File: config.mk
export PLATFORM = sky130hd
export DESIGN_NAME = salic_front
export DESIGN_NICKNAME = d
export VERILOG_FILES = /design/src/rtl/core/salic_pkg.sv /design/src/rtl/core/salic_front.sv
export SDC_FILE = /design/constraint.sdc
export NUM_CORES = 1
export LEC_CHECK = 0
export BUFFER_PORTS_ARGS = -buffer_cell sky130_fd_sc_hd__buf_4
export CORE_MARGIN = 2
export CORE_UTILIZATION = 57
export DETAILED_ROUTE_END_ITERATION = 10
export MAX_ROUTING_LAYER = met4
export PLACE_DENSITY = 0.89
export SLEW_MARGIN = 40
export SYNTH_ARGS = -nofsm -noshare
export SYNTH_HDL_FRONTEND = slang
export SYNTH_SLANG_ARGS = --single-unit
File: constraint.sdc
create_clock -name clk -period 6.7 [get_ports clk]
set_clock_uncertainty 0.15 [all_clocks]
set_input_delay 1.34 -clock clk [delete_from_list [all_inputs] [get_ports clk]]
set_output_delay 1.34 -clock clk [all_outputs]
set_load 0.03 [all_outputs]
File: src/rtl/core/salic_pkg.sv
`timescale 1ns / 1ps
// shared types, geometry constants and codes for the instruction cache
// no dependencies
package salic_pkg;

    localparam int LINE_BYTES = 16;
    localparam int WAYS       = 4;
    localparam int SETS       = 64;
    localparam int SPM_BYTES  = 1048576;

    localparam int ADDR_W = 64;
    localparam int OFF_W  = $clog2(LINE_BYTES);
    localparam int SPM_W  = $clog2(SPM_BYTES);
    localparam int LINE_W = SPM_W - OFF_W;
    localparam int SET_W  = $clog2(SETS);
    localparam int TAG_W  = LINE_W - SET_W;
    localparam int WAY_W  = $clog2(WAYS);

    localparam logic [1:0] ERR_NONE  = 2'd0;
    localparam logic [1:0] ERR_RANGE = 2'd1;
    localparam logic [1:0] ERR_ALIGN = 2'd2;

    localparam logic KIND_FETCH = 1'b0;
    localparam logic KIND_INVAL = 1'b1;

    typedef struct packed {
        logic              kind;
        logic [ADDR_W-1:0] fetch_address;
        logic [2:0]        fetch_size;
    } in_item_t;

    typedef struct packed {
        logic        hit;
        logic [1:0]  error_code;
        logic [1:0]  fill_count;
        logic [19:0] first_fill_offset;
        logic [19:0] second_fill_offset;
        logic [5:0]  fill_bytes;
    } out_item_t;

    typedef enum logic [1:0] {
        CMD_FETCH,
        CMD_INVAL,
        CMD_ERROR
    } cmd_op_t;

    typedef struct packed {
        cmd_op_t           op;
        logic [1:0]        err_code;
        logic [LINE_W-1:0] first_line;
        logic              two_lines;
    } cmd_t;

    typedef logic [WAYS-1:0][TAG_W-1:0] tag_row_t;
    typedef logic [WAYS-1:0][WAY_W-1:0] rank_row_t;

endpackage

File: src/rtl/core/salic_front.sv
`timescale 1ns / 1ps
// front end: holds the window base, checks and classifies each input transfer
// depends on salic_pkg
module salic_front (
    input  logic                   clk,
    input  logic                   rst_n,
    input  logic                   cfg_valid,
    output logic                   cfg_ready,
    input  logic [63:0]            cfg_data,
    input  logic                   in_valid,
    output logic                   in_stall,
    input  salic_pkg::in_item_t    in_data,
    output logic                   push,
    output salic_pkg::cmd_t        cmd,
    input  logic                   q_full
);

    logic [63:0]                  spm_base_reg;
    logic [63:0]                  rel;
    logic                         below;
    logic                         size_ok;
    logic [salic_pkg::SPM_W:0]    end_sum;
    logic                         in_window;
    logic [salic_pkg::OFF_W:0]    span;

    assign cfg_ready = 1'b1;
    assign in_stall  = q_full;
    assign push      = in_valid && !q_full;

    always_ff @(posedge clk or negedge rst_n)
    begin
        if (!rst_n)
        begin
            spm_base_reg <= '0;
        end
        else if (cfg_valid && cfg_ready)
        begin
            spm_base_reg <= cfg_data;
        end
    end

    always_comb
    begin
        rel       = in_data.fetch_address - spm_base_reg;
        below     = in_data.fetch_address < spm_base_reg;
        size_ok   = (in_data.fetch_size == 3'd2) || (in_data.fetch_size == 3'd4);
        end_sum   = {1'b0, rel[salic_pkg::SPM_W-1:0]}
                  + (salic_pkg::SPM_W+1)'(in_data.fetch_size);
        in_window = !below && (rel[63:salic_pkg::SPM_W] == '0)
                  && (end_sum <= (salic_pkg::SPM_W+1)'(salic_pkg::SPM_BYTES));
        span      = {1'b0, rel[salic_pkg::OFF_W-1:0]}
                  + (salic_pkg::OFF_W+1)'(in_data.fetch_size)
                  - (salic_pkg::OFF_W+1)'(1);

        cmd            = '0;
        cmd.first_line = rel[salic_pkg::SPM_W-1:salic_pkg::OFF_W];
        cmd.two_lines  = span[salic_pkg::OFF_W];
        if (in_data.kind == salic_pkg::KIND_INVAL)
        begin
            cmd.op = salic_pkg::CMD_INVAL;
        end
        else if (!size_ok || !in_window)
        begin
            cmd.op       = salic_pkg::CMD_ERROR;
            cmd.err_code = salic_pkg::ERR_RANGE;
        end
        else if (in_data.fetch_address[0])
        begin
            cmd.op       = salic_pkg::CMD_ERROR;
            cmd.err_code = salic_pkg::ERR_ALIGN;
        end
        else
        begin
            cmd.op       = salic_pkg::CMD_FETCH;
            cmd.err_code = salic_pkg::ERR_NONE;
        end
    end

endmodule

==> flow_metrics.tcl <==
set metrics [dict create \
    grt_pass1_vias 7924 \
    cts.clk_slew.worst_paths_ns 0.05 \
    hold_viol 0 \
    r2r_end "spm_base_reg[0]$_DFFE_PN0P_" \
    start_util_pct 58.87 \
    syn_avg_cell_area_sq_um 7.301 \
    seq_area_frac_synth_pct 21.30 \
    required_ns 5.21 \
    timing.fmax_mhz 151.1 \
    largest_register_ffs 64 \
    synth_ff_type "dfrtp_1" \
    async_flop_share_pct 100.0 \
    ys_seq_elements 64 \
    critical_path_buf_inv_count 4 \
    num_io_pins 161 \
    crit_family "simple AND/OR/NAND/NOR gates" \
    n_fill_cell 1020 \
    clock-sinks 64 \
    dp_hpwl_mm 19.51 \
    grt_overflow 0 \
    slew_violations 0 \
    tritoncts "done" \
    vias 8193 \
    post-route-drc-count 0 \
    crit_fanout 4 \
    cp_slowest_cell "or4_4" \
    rsz0062_at_grt "true" \
    arrival_ns 5.13 \
    endpoint "cmd[20]" \
    reg2reg_depth 1 \
    synth_edf_count 0 \
    grt_pass1_wl_mm 39.42 \
    status "completed" \
    hp-class "reg -> reg" \
    power_mw 1.984 \
    ys_top_cells_by_area "dfrtp_1 21%, ha_1 12%, nand2_1 7.8%" \
    antenna_found_initial 0 \
    maxCapViolations 0 \
    syn_area_sq_um 7520 \
    whs_ns 0.3845 \
    dr.pass1.iters 6 \
    slew_headroom_pct 49.70 \
    dp_slack_ns 0.007066 \
    ir_drop_uv 132.1 \
    ys_warn_count 0 \
    cts_made_buffers 9 \
    startpoint "in_data[19]" \
    regToRegSetupSlack_ns 5.76 \
    wl_per_cell_um 18.00 \
    synth_top_area_share_pct 21.30 \
    die_x_um 118.9 \
    critPathKind "in -> out" \
    diodes 0 \
    fin_crit_ns 6.618 \
    max_stage_delay_ns 0.53 \
    nets 1396 \
    power_density_nw_per_um2 212.0 \
    syn_inst 1030 \
    gp_congestion 1.030 \
    die_area_sq_um 14130 \
    avgViaCountPerCell 6.020 \
    synth_nets 1241 \
    drt-total-wl_mm 24.50 \
    worstSkewPairLatency_ns 0.34 \
    p_leak_nw 4.322 \
    drive_gt1_share_pct 22.46 \
    period_share_pct 98.77 \
    rows 41 \
    r2r-start "spm_base_reg[0]$_DFFE_PN0P_" \
    setup_viol 0 \
    core_area_sq_um 12770 \
    crit_cells 16 \
    synth_cell_types 89 \
    crit_path_end_kind "output port" \
    htree_levels 3 \
    grt_max_degree 128 \
    synth_commonest_cells "156 x nand2_1, 102 x a21oi_1, 101 x o21ai_0, 85 x inv_1, 72 x ha_1" \
    cts.path.max_buffers 2 \
    path_cells "buf_4 -> ha_1 -> nand4_1 -> nor3_1 -> o211ai_1 -> a21oi_1 -> buf_4 -> o21ai_1 -> a22oi_1 -> buf_4 -> a221oi_4 -> xnor2_1 -> or3_1 -> or4_4 -> o41a_1 -> buf_4" \
    worst_slew_pin_slew_ns 0.7545 \
    area_growth_pct 24.46 \
    root_buffer "clkbuf_16" \
    synth_most_common_cell "nand2_1" \
    crit_top_cell "buf_4" \
    fp.dieH_um 118.9 \
    grt.total_usage_pct 35.41 \
    setup_slack_ns 0.08231 \
    io_buffers 159 \
    antenna_left 0 \
    first_iter_violations 852 \
    start_kind "primary input" \
    yosysTopAreaCell "dfrtp_1" \
]
[tightest hold or removal path, delay by kind of cell, from the launching register on]
| kind | cells | cell delay (ns) |
|---|---|---|
| flops | 1 | 0.32 |
| compound gates | 1 | 0.14 |
| buf+inv | 1 | 0.05 |
[power breakdown]
| part | internal (mW) | switching [mW] |
|---|---|---|
| registers | 0.421 | 0.0103 |
| clock network | 0.294 | 0.175 |
| logic | 0.427 | 0.657 |
| total | 1.14 | 0.842 |
[placed cells by master (no fill, tap or decap), types with 19 or more instances in the layout]
master | Yosys | routed
xnor2_1 | 22 | 21
nand4_1 | 32 | 32
inv_1 | 85 | 85
buf_4 | 6 | 199
a21oi_1 | 102 | 100
o21ai_0 | 101 | 100
ha_1 | 72 | 72
nor3_1 | 19 | 19
nand2_1 | 156 | 156
nor2_1 | 57 | 56
xor2_1 | 23 | 23
dfrtp_1 | 64 | 64
[metal layers]
| metal | vias up | track usage [%] | routed length (um) |
|---|---|---|---|
| li1 | 3970 | - | - |
| met1 | 3816 | 48.58 | 11150 |
| met2 | 359 | 54.38 | 11050 |
| met3 | 48 | 4.454 | 1741 |
| met4 | 0 | 11.68 | 557 |
| met5 | - | - | 0 |
[stage by stage]
| stage | instances | setup TNS, ns | util, % | instance area [sq um] |
|---|---|---|---|---|
| after detailed placement | 1344 | 0 | 70.22 | 8970 |
| after floorplan | 1030 | 0 | - | 7526 |
| after global placement | 1344 | -0.003887 | 70.19 | 8966 |
| final | 1361 | 0 | 73.27 | 9359 |
| after CTS | 1359 | 0 | 72.54 | 9266 |
| after global routing | 1361 | -0.2164 | 73.27 | 9359 |
[logic make-up (layout without fill, tap and decap cells)]
family / after synthesis / after routing / synth area share (%)
simple gates: 355 / 355 / 22.93
xor+xnor: 45 / 45 / 5.241
flops: 64 / 64 / 21.30
compound gates: 343 / 343 / 29.42
mux: 5 / 5 / 0.6822
buf+inv: 143 / 302 / 7.870
fa+ha+maj: 74 / 74 / 12.51
other cells: 1 / 1 / 0.04987
[how the worst min path moves through the flow]
stage,startpoint,slack (ns),depth (start not counted),endpoint
2_1_floorplan,spm_base_reg[0]$_DFFE_PN0P_,0.33,1,spm_base_reg[0]$_DFFE_PN0P_
3_3_place_gp,spm_base_reg[26]$_DFFE_PN0P_,0.37,2,spm_base_reg[26]$_DFFE_PN0P_
3_5_place_dp,spm_base_reg[33]$_DFFE_PN0P_,0.38,2,spm_base_reg[33]$_DFFE_PN0P_
4_1_cts,spm_base_reg[33]$_DFFE_PN0P_,0.39,2,spm_base_reg[33]$_DFFE_PN0P_
5_1_grt,spm_base_reg[34]$_DFFE_PN0P_,0.42,2,spm_base_reg[34]$_DFFE_PN0P_
6_report,spm_base_reg[34]$_DFFE_PN0P_,0.38,2,spm_base_reg[34]$_DFFE_PN0P_
[cell type report]
class | count | area [sq um] | share of cell area [%]
inverters | 86 | 322.8 | 3.449
clock buffers | 11 | 242.7 | 2.594
flip-flops and latches | 64 | 1602 | 17.11
clock inverters | 4 | 45.04 | 0.4813
well taps | 172 | 215.2 | 2.299
multi-input cells | 823 | 5415 | 57.86
repair buffers | 201 | 1516 | 16.20
[repair_timing]
item | in CTS | in global routing
pin swaps | 1 | 4
gates cloned | 0 | 0
hold buffers | 0 | 0
resized for setup | 2 | 14
endpoints found under the setup margin | 1 | 3
setup buffers | 0 | 2
(Power assumes the default switching activity.)
