==> src/rtl/core/salic_pkg.sv <==
`timescale 1ns / 1ps
// shared types, geometry constants and codes for the instruction cache
// no dependencies
package salic_pkg;

    localparam int LINE_BYTES = 16;
    localparam int WAYS       = 4;
    localparam int SETS       = 64;
    localparam int SPM_BYTES  = 1048576;

    localparam int ADDR_W = 64;
    localparam int OFF_W  = $clog2(LINE_BYTES);
    localparam int SPM_W  = $clog2(SPM_BYTES);
    localparam int LINE_W = SPM_W - OFF_W;
    localparam int SET_W  = $clog2(SETS);
    localparam int TAG_W  = LINE_W - SET_W;
    localparam int WAY_W  = $clog2(WAYS);

    localparam logic [1:0] ERR_NONE  = 2'd0;
    localparam logic [1:0] ERR_RANGE = 2'd1;
    localparam logic [1:0] ERR_ALIGN = 2'd2;

    localparam logic KIND_FETCH = 1'b0;
    localparam logic KIND_INVAL = 1'b1;

    typedef struct packed {
        logic              kind;
        logic [ADDR_W-1:0] fetch_address;
        logic [2:0]        fetch_size;
    } in_item_t;

    typedef struct packed {
        logic        hit;
        logic [1:0]  error_code;
        logic [1:0]  fill_count;
        logic [19:0] first_fill_offset;
        logic [19:0] second_fill_offset;
        logic [5:0]  fill_bytes;
    } out_item_t;

    typedef enum logic [1:0] {
        CMD_FETCH,
        CMD_INVAL,
        CMD_ERROR
    } cmd_op_t;

    typedef struct packed {
        cmd_op_t           op;
        logic [1:0]        err_code;
        logic [LINE_W-1:0] first_line;
        logic              two_lines;
    } cmd_t;

    typedef logic [WAYS-1:0][TAG_W-1:0] tag_row_t;
    typedef logic [WAYS-1:0][WAY_W-1:0] rank_row_t;

endpackage

==> src/rtl/core/salic_queue.sv <==
`timescale 1ns / 1ps
// two-entry command queue between the front and back ends
// depends on salic_pkg
module salic_queue (
    input  logic              clk,
    input  logic              rst_n,
    input  logic              push,
    input  salic_pkg::cmd_t   push_cmd,
    output logic              full,
    input  logic              pop,
    output logic              empty,
    output salic_pkg::cmd_t   head
);

    salic_pkg::cmd_t entry_reg [2];
    logic            wr_ptr_reg;
    logic            rd_ptr_reg;
    logic [1:0]      count_reg;

    assign full  = count_reg == 2'd2;
    assign empty = count_reg == 2'd0;
    assign head  = entry_reg[rd_ptr_reg];

    always_ff @(posedge clk)
    begin
        if (push)
        begin
            entry_reg[wr_ptr_reg] <= push_cmd;
        end
    end

    always_ff @(posedge clk or negedge rst_n)
    begin
        if (!rst_n)
        begin
            wr_ptr_reg <= 1'b0;
            rd_ptr_reg <= 1'b0;
            count_reg  <= 2'd0;
        end
        else
        begin
            if (push)
            begin
                wr_ptr_reg <= !wr_ptr_reg;
            end
            if (pop)
            begin
                rd_ptr_reg <= !rd_ptr_reg;
            end
            if (push && !pop)
            begin
                count_reg <= count_reg + 2'd1;
            end
            else if (pop && !push)
            begin
                count_reg <= count_reg - 2'd1;
            end
        end
    end

endmodule

==> config.mk <==
export PLATFORM = sky130hd
export DESIGN_NAME = salic_queue
export DESIGN_NICKNAME = d
export VERILOG_FILES = /design/src/rtl/core/salic_pkg.sv /design/src/rtl/core/salic_queue.sv
export SDC_FILE = /design/constraint.sdc
export NUM_CORES = 1
export LEC_CHECK = 0
export ABC_AREA = 1
export BUFFER_PORTS_ARGS = -buffer_cell sky130_fd_sc_hd__clkbuf_2
export CORE_MARGIN = 1.5
export CORE_UTILIZATION = 54
export DETAILED_ROUTE_END_ITERATION = 16
export GPL_TIMING_DRIVEN = 0
export HOLD_SLACK_MARGIN = 0.08
export MAX_ROUTING_LAYER = met4
export PLACE_DENSITY = 0.82
export SYNTH_ARGS = -nofsm -noshare
export SYNTH_HDL_FRONTEND = slang
export SYNTH_SLANG_ARGS = --single-unit
export TNS_END_PERCENT = 5
==> constraint.sdc <==
create_clock -name clk -period 5.1 [get_ports clk]
set_input_delay 0.255 -clock clk [delete_from_list [all_inputs] [get_ports clk]]
set_output_delay 0.255 -clock clk [all_outputs]
set_load 0.005 [all_outputs]
==> flow_summary.json, run 1 <==
{
  "syn_avg_cell_area_um2": 19.2,
  "wirelength_met1_mm": 1.15,
  "cp_slowest_cell": "sky130_fd_sc_hd__dfrtp_1",
  "report.final.slew_viol_count": 0,
  "worstSkewPairLatency_ns": 0.34,
  "setup_skew_ns": 0.00512,
  "yosysMostFrequentCell": "sky130_fd_sc_hd__edfxtp_1",
  "swShare_pct": 28.1,
  "critical_path.reg2reg.endpoint": "entry_reg[1][20]",
  "core_area_um2": 3050,
  "ys_types": 12,
  "cts_root_buffer": "sky130_fd_sc_hd__clkbuf_4",
  "switchingPower_uw": 283,
  "hold_path_end": "entry_reg[0][4]",
  "clkTransAtPathRegs_ns": 0.12,
  "placement_row_count": 20,
  "fin_crit_sh_pct": 33.1,
  "post_place_cells": 182,
  "average_routed_wire_per_standard_cell_um": 14.2,
  "highest_fanout_seen_on_the_critical_path": 10,
  "r2r.worst_path.cells": 2,
  "clock_power_share_pct": 15.1,
  "groute.usage.overall_pct": 17.9,
  "synth_edf_count": 42,
  "cap_violations": 0,
  "power.static_leakage_nw": 0.882,
  "worst_path_largest_cell_delay_ns": 0.45,
  "postSynthRegisterBits": 46,
  "synth_top_cells_by_count": "sky130_fd_sc_hd__edfxtp_1 (42), sky130_fd_sc_hd__mux2_2 (21), sky130_fd_sc_hd__inv_1 (7)",
  "run_status": "finished, final reports clean",
  "design.final.nets": 180,
  "vdd_drop_max_mv": 0.265,
  "worst_hold_path.num_cells": 1,
  "gates_resized_cts_repair": 0,
  "setup.worst_path.class": "register to output port",
  "cts_tree": "built",
  "cts_num_sinks": 46,
  "synth_area_leader_cell": "sky130_fd_sc_hd__edfxtp_1",
  "fp.dieW_um": 59.5,
  "fin_crit_ns": 1.69,
  "cp.required_ns": 4.85,
  "grt-ovfl-total": 0,
  "n_fill_cell": 218,
  "powerDensity_nw_per_um2": 464,
  "vias": 963,
  "number_of_nets_with_antenna_violations_after_routing": 0,
  "grt_start_max_net_pins": 22,
  "io_pins": 48,
  "met3_length_um": 170,
  "vias_per_cell": 4.84,
  "timing_hold_violations_final": 0,
  "synth-async-reset-ratio_pct": 8.70,
  "tritoncts.num_buffers": 5,
  "internal_power_uw": 724,
  "synth_top_area_share_pct": 73.0,
  "finalWeightedCongestion": 0.643,
  "drive_above_1_share_pct": 49.7,
  "flip_flop_count_of_the_largest_register_after_layout": 42,
  "worst-endpoint-arrival_ns": 1.43,
  "max-clock-path-buffers": 2,
  "initial_utilization_pct": 56.6,
  "cp.buffers_inverters": 2,
  "r2r_slack_ns": 3.64,
  "ys_dominant_reg_cell": "sky130_fd_sc_hd__edfxtp_1",
  "dominant_delay_contributor_by_cell_family_on_the_critical_path": "flip-flops",
  "grt_setup_unrepaired": "no",
  "comb_power_share_pct": 31.5,
  "max_slew_headroom_pct": 43.8,
  "synthTopCellsByArea": "sky130_fd_sc_hd__edfxtp_1 (73%), sky130_fd_sc_hd__mux2_2 (14%), sky130_fd_sc_hd__dfrtp_1 (5.8%), sky130_fd_sc_hd__inv_1 (1.5%), sky130_fd_sc_hd__buf_6 (1.3%)",
  "antennaDiodeCount": 0,
  "drtIter0Drc": 20,
  "final_cells": 199,
  "cts-hold-fix-buffers": 4,
  "finalSetupTns_ns": 0,
  "worstHoldPathType": "input port to register",
  "syn-cell-area_um2": 1730,
  "grt_first_pass_wirelength_mm": 4.26,
  "report.power.total_mw": 1.01,
  "routed_wl_mm": 2.83,
  "die_area_um2": 3550,
  "cts_max_level": 2,
  "critPathLaunchType": "register",
  "warning_count_from_the_yosys_run": 0,
  "post_synth_inst_count": 90,
  "synth.net_count": 116,
  "worst_margin_pin_slew_ns": 0.842,
  "die_height_um": 59.5,
  "reg2reg_from": "wr_ptr_reg",
  "antenna_found_initial": 0,
  "port_buffers": 47,
  "setup_viol_count_final": 0,
  "wl_met2_mm": 1.48,
  "clock.fmax_ghz": 0.592,
  "crit_chain": "buf_6 -> mux2_2 -> clkbuf_2",
  "area_growth_syn_to_layout_pct": 25.9,
  "dp_hpwl_mm": 1.92,
  "number_of_buffers_inserted_by_post_cts_setup_repair": 0,
  "synth-seq-area-share_pct": 78.8,
  "drt_pass1_iterations": 4,
  "drc": 0,
  "power_frac_seq_pct": 53.4,
  "timing.hold.ws_ns": 0.0997,
  "critical_path.endpoint_type": "output port",
  "dr.max_layer_used": "met4",
  "vias_in_the_first_global_route": 939,
  "hold_path.startpoint": "push_cmd[4]"
}
==> worst register-to-register path: cells and delay by family (launching register included) <==
kind / cells / cell delay [ns]
buf+inv: 1 / 0.61
flops: 1 / 0.42
simple gates: 1 / 0.07
==> per-stage QoR <==
step	instance area (um2)	setup slack (ns)	util, %
final	2170	3.41	71.2
after global routing	2170	3.33	71.2
after CTS	2120	3.38	69.5
after detailed placement	2030	3.62	66.6
after global placement	2020	2.95	66.1
after floorplan	1730	3.39	-
==> layout make-up <==
type	instances	area, um2	area share (%)
plain buffers	2	22.5	1.04
clock buffers	5	37.5	1.73
clock inverters	3	11.3	0.518
inverters	7	26.3	1.21
multi-input cells	35	319	14.7
flip-flops and latches	46	1360	62.6
well taps	44	55.1	2.53
repair buffers	57	340	15.7
==> placed cells by master (no fill, tap or decap) <==
| cell | count |
|---|---|
| sky130_fd_sc_hd__nor2_1 | 2 |
| sky130_fd_sc_hd__clkinv_1 | 3 |
| sky130_fd_sc_hd__nor2_2 | 1 |
| sky130_fd_sc_hd__inv_1 | 7 |
| sky130_fd_sc_hd__nand3_1 | 1 |
| sky130_fd_sc_hd__xor2_1 | 2 |
| sky130_fd_sc_hd__xnor2_1 | 1 |
| sky130_fd_sc_hd__dfrtp_1 | 4 |
| sky130_fd_sc_hd__ha_1 | 1 |
| sky130_fd_sc_hd__mux2_2 | 21 |
| sky130_fd_sc_hd__clkbuf_2 | 47 |
| sky130_fd_sc_hd__edfxtp_1 | 42 |
| sky130_fd_sc_hd__buf_8 | 1 |
| sky130_fd_sc_hd__buf_6 | 2 |
| sky130_fd_sc_hd__nand2_1 | 5 |
| sky130_fd_sc_hd__nand4_1 | 1 |
| sky130_fd_sc_hd__clkbuf_4 | 5 |
| sky130_fd_sc_hd__dlygate4sd3_1 | 9 |
==> power by group through the flow <==
stage,sequential [mW],combinational (mW),clock (mW)
6_report,0.538,0.318,0.152
5_1_grt,0.546,0.347,0.171
4_1_cts,0.539,0.321,0.159
3_5_place_dp,0.547,0.318,0
3_3_place_gp,0.541,0.300,0
2_1_floorplan,0.536,0.192,0
==> worst max-delay path by stage <==
stage	to	start	cells past startpoint
3_3_place_gp	entry_reg[0][15]	push	3
4_1_cts	head[8]	rd_ptr_reg	3
6_report	head[8]	rd_ptr_reg	3
3_5_place_dp	entry_reg[1][19]	wr_ptr_reg	2
5_1_grt	head[5]	rd_ptr_reg	3
2_1_floorplan	entry_reg[0][0]	wr_ptr_reg	1
==> routing by layer <==
layer	up-vias	track usage (%)
met3	3	4.80
met4	0	6.67
met5	-	-
li1	460	-
met1	462	20.8
met2	38	29.8
==> cell families after synthesis <==
kind of cell             synth area share [%]
flip-flops                               78.8
adder cells (fa/ha/maj)                 0.725
AND/OR/NAND/NOR                          2.39
buffers and inverters                    2.83
multiplexers                             13.7
XOR/XNOR                                 1.52
No activity file was read; power rests on OpenSTA's default activity.
==> run 2: changes to the inputs <==
--- a/config.mk
+++ b/config.mk
@@ -8,12 +8,12 @@
 export ABC_AREA = 1
 export BUFFER_PORTS_ARGS = -buffer_cell sky130_fd_sc_hd__clkbuf_2
 export CORE_MARGIN = 1.5
-export CORE_UTILIZATION = 54
+export CORE_UTILIZATION = 46
 export DETAILED_ROUTE_END_ITERATION = 16
 export GPL_TIMING_DRIVEN = 0
 export HOLD_SLACK_MARGIN = 0.08
 export MAX_ROUTING_LAYER = met4
-export PLACE_DENSITY = 0.82
+export PLACE_DENSITY = 0.74
 export SYNTH_ARGS = -nofsm -noshare
 export SYNTH_HDL_FRONTEND = slang
 export SYNTH_SLANG_ARGS = --single-unit
==> constraint.sdc (replaced) <==
create_clock -name clk -period 1.45 [get_ports clk]
set_input_delay 0.0725 -clock clk [delete_from_list [all_inputs] [get_ports clk]]
set_output_delay 0.0725 -clock clk [all_outputs]
set_load 0.005 [all_outputs]
==> run 2 against run 1 <==
Effect of this change:
- global-route usage decreased by 2.7 points
- design area increased by 10%
- non-clock buffer count increased by 14
- via count increased by 4.0%
- power increased to 3.9 times the previous value
- critical path depth unchanged
- first-iteration DRC count increased by 65%
- utilization decreased by 5.3 points
- largest cell class unchanged
- hold slack improved by 0.053 ns
- sequential share of layout area decreased by 5.7 points
- sequential power increased to 3.5 times the previous value
==> flow_summary.json, run 2 (synthesis gave the netlist of run 1 again) <==
{
  "vias_in_the_first_global_route": 1036,
  "antennaDiodeCount": 0,
  "antenna_found_initial": 0,
  "dp_hpwl_mm": 1.82,
  "setup_viol_count_final": 0,
  "design.final.nets": 194,
  "fin_crit_sh_pct": 97.6,
  "most-common-layout-cells": "sky130_fd_sc_hd__clkbuf_2 (46), sky130_fd_sc_hd__edfxtp_1 (42), sky130_fd_sc_hd__dlygate4sd3_1 (23)",
  "post_place_cells": 185,
  "globalRoute.busiestLayer": "met2",
  "critPathLaunchType": "register",
  "area_of_the_multi_input_gates_um2": 327,
  "final_cells": 217,
  "drc": 0,
  "groute.usage.overall_pct": 15.2,
  "report.final.slew_viol_count": 0,
  "post-route-util_pct": 65.8,
  "powerDensity_nw_per_um2": 1640,
  "worst-endpoint-arrival_ns": 1.34,
  "internal_power_mw": 2.91,
  "finalWeightedCongestion": 0.656,
  "cts_max_level": 2,
  "average_routed_wire_per_standard_cell_um": 12.9,
  "clock.fmax_ghz": 0.706,
  "port_buffers": 47,
  "power_frac_seq_pct": 48.3,
  "max-clock-path-buffers": 2,
  "number_of_buffers_inserted_by_post_cts_setup_repair": 0,
  "mostFrequentLayoutCell": "sky130_fd_sc_hd__clkbuf_2",
  "report.power.total_mw": 3.93,
  "critical_path.endpoint_type": "output port",
  "fp.dieW_um": 64.3,
  "die_height_um": 64.3,
  "cts_num_sinks": 46,
  "n_fill_cell": 267,
  "vias": 1002,
  "cp.required_ns": 1.38,
  "grt_first_pass_wirelength_mm": 4.44,
  "switchingPower_mw": 1.02,
  "clkTransAtPathRegs_ns": 0.07,
  "fin_crit_ns": 1.42,
  "vdd_drop_max_mv": 0.946,
  "timing_hold_violations_final": 0,
  "drt_pass1_iterations": 4,
  "drive_above_1_share_pct": 47.3,
  "grt-ovfl-total": 0,
  "grt_setup_unrepaired": "yes",
  "global_route.usage.met1_pct": 15.6,
  "core_area_um2": 3630,
  "cap_violations": 0,
  "worstSkewPairLatency_ns": 0.29,
  "cts_root_buffer": "sky130_fd_sc_hd__clkbuf_8",
  "placed_area_um2": 2020,
  "area_growth_syn_to_layout_pct": 38.6,
  "cts_tree": "built",
  "io_pins": 48,
  "drtIter0Drc": 33,
  "initial_utilization_pct": 47.5,
  "clock_power_share_pct": 22.8,
  "worstHoldPathType": "input port to async pin",
  "postLayoutCellArea_um2": 2390,
  "globalRouteMet3Util_pct": 5.11,
  "setup_skew_ns": 0.00761,
  "flip_flop_count_of_the_largest_register_after_layout": 42,
  "comb_power_share_pct": 28.9,
  "worst_margin_pin_slew_ns": 0.615,
  "max_slew_headroom_pct": 58.9,
  "grt_start_max_net_pins": 22,
  "placement_row_count": 22,
  "vias_per_cell": 4.62,
  "routed_wl_mm": 2.80,
  "highest_fanout_seen_on_the_critical_path": 10,
  "run_status": "finished, final reports clean",
  "grt_util_met2_pct": 27.0,
  "setup.worst_path.class": "register to output port",
  "swShare_pct": 26.0,
  "area.sequential_um2": 1360,
  "r2r_slack_ns": 0.12,
  "number_of_nets_with_antenna_violations_after_routing": 0,
  "tritoncts.num_buffers": 5,
  "power.static_leakage_nw": 0.965,
  "die_area_um2": 4130
}
-- run 2: cell types whose count changed in the layout (fill, tap and decap cells not counted), sizes merged --
cell | previous run | this run
clkinvlp | 0 | 1
clkbuf | 52 | 53
clkinv | 3 | 0
dlymetal6s4s | 0 | 1
inv | 7 | 6
bufinv | 0 | 1
dlygate4sd3 | 9 | 23
-- run 2: routing by layer --
layer	up-vias	share of wire, %
met5	-	0
met4	0	1.6
met3	5	5.3
met2	34	55
met1	477	38
li1	486	-
-- run 2: worst paths after layout --
path / start / cells after the start / endpoint
hold reg to reg: count_reg[1] / 2 / count_reg[1]
min in group clk: push / 3 / wr_ptr_reg
hold / removal: rst_n / 2 / count_reg[0]
setup / recovery: rd_ptr_reg / 3 / head[3]
max in group asynchronous: rst_n / 2 / rd_ptr_reg
setup reg to reg: wr_ptr_reg / 1 / entry_reg[0][7]
-- run 2: repair_timing --
item                                   4_1_cts  5_1_grt
endpoints found under the hold margin       48        0
cloned                                       0        0
setup endpoints to repair                   48       48
hold buffers                                24        0
resized for setup                            3        5
-- run 2: area by class of cell --
| type | instances | area share [%] |
|---|---|---|
| Clock inverter | 1 | 1.26 |
| Inverter | 7 | 1.26 |
| Multi-Input combinational cell | 35 | 13.7 |
| Tap cell | 48 | 2.51 |
| Clock buffer | 7 | 3.19 |
| Timing Repair Buffer | 71 | 20.2 |
| Sequential cell | 46 | 57.0 |
| Buffer | 2 | 0.941 |
-- run 2: worst max-delay path: stages, from the launching register on --
cell and delay, ns:
sky130_fd_sc_hd__dfrtp_2 0.41, sky130_fd_sc_hd__buf_6 0.17, sky130_fd_sc_hd__mux2_2 0.36, sky130_fd_sc_hd__clkbuf_2 0.12
-- run 2: metrics by stage --
stage / setup WS [ns] / setup TNS (ns) / hold WS (ns)
2_1_floorplan: 0.0763 / 0 / -0.223
3_3_place_gp: -0.181 / -3.80 / -0.119
3_5_place_dp: -0.235 / -4.98 / -0.116
4_1_cts: 0.0168 / 0 / 0.118
5_1_grt: -0.0164 / -0.0484 / 0.140
6_report: 0.0345 / 0 / 0.152
-- run 2: power by group through the flow --
| stage | Sequential (mW) | Combinational (mW) | Clock [mW] |
|---|---|---|---|
| finish | 1.90 | 1.13 | 0.896 |
| floorplan | 1.89 | 0.678 | 0 |
| detailed placement | 1.92 | 1.08 | 0 |
| global route | 1.93 | 1.24 | 0.971 |
| CTS | 1.90 | 1.15 | 0.918 |
| global placement | 1.90 | 1.06 | 0 |
==> run 3: changes to the inputs <==
--- a/config.mk
+++ b/config.mk
@@ -6,14 +6,15 @@
 export NUM_CORES = 1
 export LEC_CHECK = 0
 export ABC_AREA = 1
-export BUFFER_PORTS_ARGS = -buffer_cell sky130_fd_sc_hd__clkbuf_2
 export CORE_MARGIN = 1.5
-export CORE_UTILIZATION = 46
+export CORE_UTILIZATION = 54
 export DETAILED_ROUTE_END_ITERATION = 16
+export DONT_BUFFER_PORTS = 1
 export GPL_TIMING_DRIVEN = 0
 export HOLD_SLACK_MARGIN = 0.08
 export MAX_ROUTING_LAYER = met4
-export PLACE_DENSITY = 0.74
+export PLACE_DENSITY = 0.72
+export REMOVE_ABC_BUFFERS = 1
 export SYNTH_ARGS = -nofsm -noshare
 export SYNTH_HDL_FRONTEND = slang
 export SYNTH_SLANG_ARGS = --single-unit
==> constraint.sdc (replaced) <==
create_clock -name clk -period 1.45 [get_ports clk]
set_input_delay 0.0725 -clock clk [delete_from_list [all_inputs] [get_ports clk]]
set_output_delay 0.0725 -clock clk [all_outputs]
set_load 0.02 [all_outputs]
==> run 3 against run 2 <==
Effect of this change:
- sequential power is essentially flat
- highest routed layer unchanged
- critical path depth shrank 1
- largest power group unchanged
- first-iteration DRC count shrank 42%
- final cell count is 22% lower
- non-clock buffer count shrank 43
- wire length increased by 2.5%
- power is 1.9% higher
- count of clock-buffer cells in the layout did not move
==> flow_summary.json, run 3 (synthesis gave the netlist of run 1 again) <==
{
  "run_status": "finished, final reports clean",
  "cp.required_ns": 1.38,
  "highest_fanout_seen_on_the_critical_path": 11,
  "internal_power_mw": 2.71,
  "worst_path_largest_cell_delay_ns": 0.46,
  "average_routed_wire_per_standard_cell_um": 16.9,
  "clock_power_share_pct": 19.5,
  "report.final.slew_viol_count": 0,
  "grt_util_met2_pct": 30.8,
  "crit_chain": "buf_8 -> mux2_2",
  "fp.dieW_um": 59.5,
  "groute.usage.overall_pct": 18.0,
  "die_height_um": 59.5,
  "worst-endpoint-arrival_ns": 1.37,
  "globalRoute.busiestLayer": "met2",
  "fin_ws_ns": 0.00427,
  "vdd_drop_max_mv": 1.10,
  "grt_start_max_net_pins": 23,
  "worstSkewPairLatency_ns": 0.35,
  "tritoncts.num_buffers": 5,
  "worst_margin_pin_slew_ns": 0.456,
  "io_pins": 48,
  "routed_wl_mm": 2.87,
  "globalRouteMet3Util_pct": 6.55,
  "max_slew_headroom_pct": 69.5,
  "power.static_leakage_nw": 0.780,
  "antenna_found_initial": 0,
  "cts_num_sinks": 46,
  "report.power.total_mw": 4.00,
  "place_ws_ns": -0.0818,
  "port_buffers": 0,
  "global_route.usage.met1_pct": 18.1,
  "finalWeightedCongestion": 0.601,
  "finalSetupTns_ns": 0,
  "setup_viol_count_final": 0,
  "cts_root_buffer": "sky130_fd_sc_hd__clkbuf_4",
  "max-clock-path-buffers": 2,
  "cts_tree": "built",
  "critPathLaunchType": "register",
  "grt-ovfl-total": 0,
  "mostFrequentLayoutCell": "sky130_fd_sc_hd__edfxtp_1",
  "flip_flop_count_of_the_largest_register_after_layout": 42,
  "setup_skew_ns": 0.00736,
  "timing_hold_violations_final": 0,
  "cap_violations": 0,
  "design.final.nets": 151,
  "post-route-util_pct": 71.2,
  "fin_crit_ns": 1.45,
  "most-common-layout-cells": "sky130_fd_sc_hd__edfxtp_1 (42), sky130_fd_sc_hd__dlygate4sd3_1 (25), sky130_fd_sc_hd__mux2_2 (19)",
  "clkTransAtPathRegs_ns": 0.12,
  "antennaDiodeCount": 0,
  "dominant_delay_contributor_by_cell_family_on_the_critical_path": "flip-flops",
  "powerDensity_nw_per_um2": 1840,
  "switchingPower_mw": 1.29,
  "drt_pass1_iterations": 4,
  "grt_setup_unrepaired": "yes",
  "vias_in_the_first_global_route": 868,
  "vias_per_cell": 5.08,
  "cp_slowest_cell": "sky130_fd_sc_hd__dfrtp_4",
  "core_area_um2": 3050,
  "critical_path.endpoint_type": "output port",
  "vias": 863,
  "clock.fmax_ghz": 0.692,
  "worstHoldPathType": "input port to register",
  "placement_row_count": 20,
  "cp.buffers_inverters": 1,
  "drive_above_1_share_pct": 30.2,
  "cts_max_level": 2,
  "drc": 0,
  "drtIter0Drc": 19,
  "die_area_um2": 3550,
  "setup.worst_path.class": "register to output port",
  "swShare_pct": 32.3,
  "initial_utilization_pct": 56.6,
  "grt_first_pass_wirelength_mm": 4.16,
  "number_of_nets_with_antenna_violations_after_routing": 0,
  "fin_crit_sh_pct": 99.7,
  "power_frac_seq_pct": 47.6,
  "area_growth_syn_to_layout_pct": 25.9,
  "dp_hpwl_mm": 1.70,
  "comb_power_share_pct": 32.9
}
-- run 3: cell types whose count changed in the layout (fill, tap and decap cells not counted), sizes merged --
cell          previous run  this run
clkbuf                  53         7
buf                      3         5
dlygate4sd3             23        25
dlymetal6s4s             1         0
-- run 3: stage by stage --
step,cell area [um2],cells,hold WS (ns)
5_1_grt,2170,170,0.332
2_1_floorplan,1700,88,-0.223
3_3_place_gp,1760,132,-0.223
3_5_place_dp,1780,133,-0.223
6_report,2170,170,0.302
4_1_cts,2120,166,0.336
-- run 3: path summary, 6_finish.rpt --
check | start | endpoint | cells after the start | slack, ns
setup / recovery | rd_ptr_reg | head[3] | 2 | 0.004
hold / removal | push | entry_reg[1][16] | 2 | 0.30
setup reg to reg | wr_ptr_reg | entry_reg[1][14] | 2 | 0.13
hold reg to reg | count_reg[1] | count_reg[1] | 2 | 0.52
max in group asynchronous | rst_n | rd_ptr_reg | 2 | 0.73
min in group asynchronous | rst_n | count_reg[1] | 2 | 0.53
-- run 3: cell type report --
cell class / instances / area [um2]
clock buffer: 7 / 55.1
clock inverter: 1 / 30.0
fill: 225 / 880
inverter: 7 / 30.0
multi-input combinational: 35 / 334
sequential: 46 / 1370
tap: 44 / 55.1
timing repair buffer: 30 / 303
-- run 3: metal layers --
metal  wire [um]  vias to the layer above
met5           0                        -
met3         153                        6
met1        1080                      422
met2        1600                       28
li1            -                      407
met4          42                        0
-- run 3: what timing repair did --
action | CTS | global route
gates resized for setup | 4 | 5
hold buffers | 25 | 0
setup endpoints to repair | 49 | 36
setup buffers | 0 | 4
hold endpoints to repair | 59 | 0
-- run 3: power groups by stage --
stage	Sequential, mW	Combinational (mW)	Clock [mW]
2_1_floorplan	1.95	0.876	0
3_3_place_gp	2.00	0.961	0
3_5_place_dp	2.03	1.00	0
4_1_cts	2.01	1.08	0.805
5_1_grt	1.93	1.40	0.869
6_report	1.91	1.32	0.781
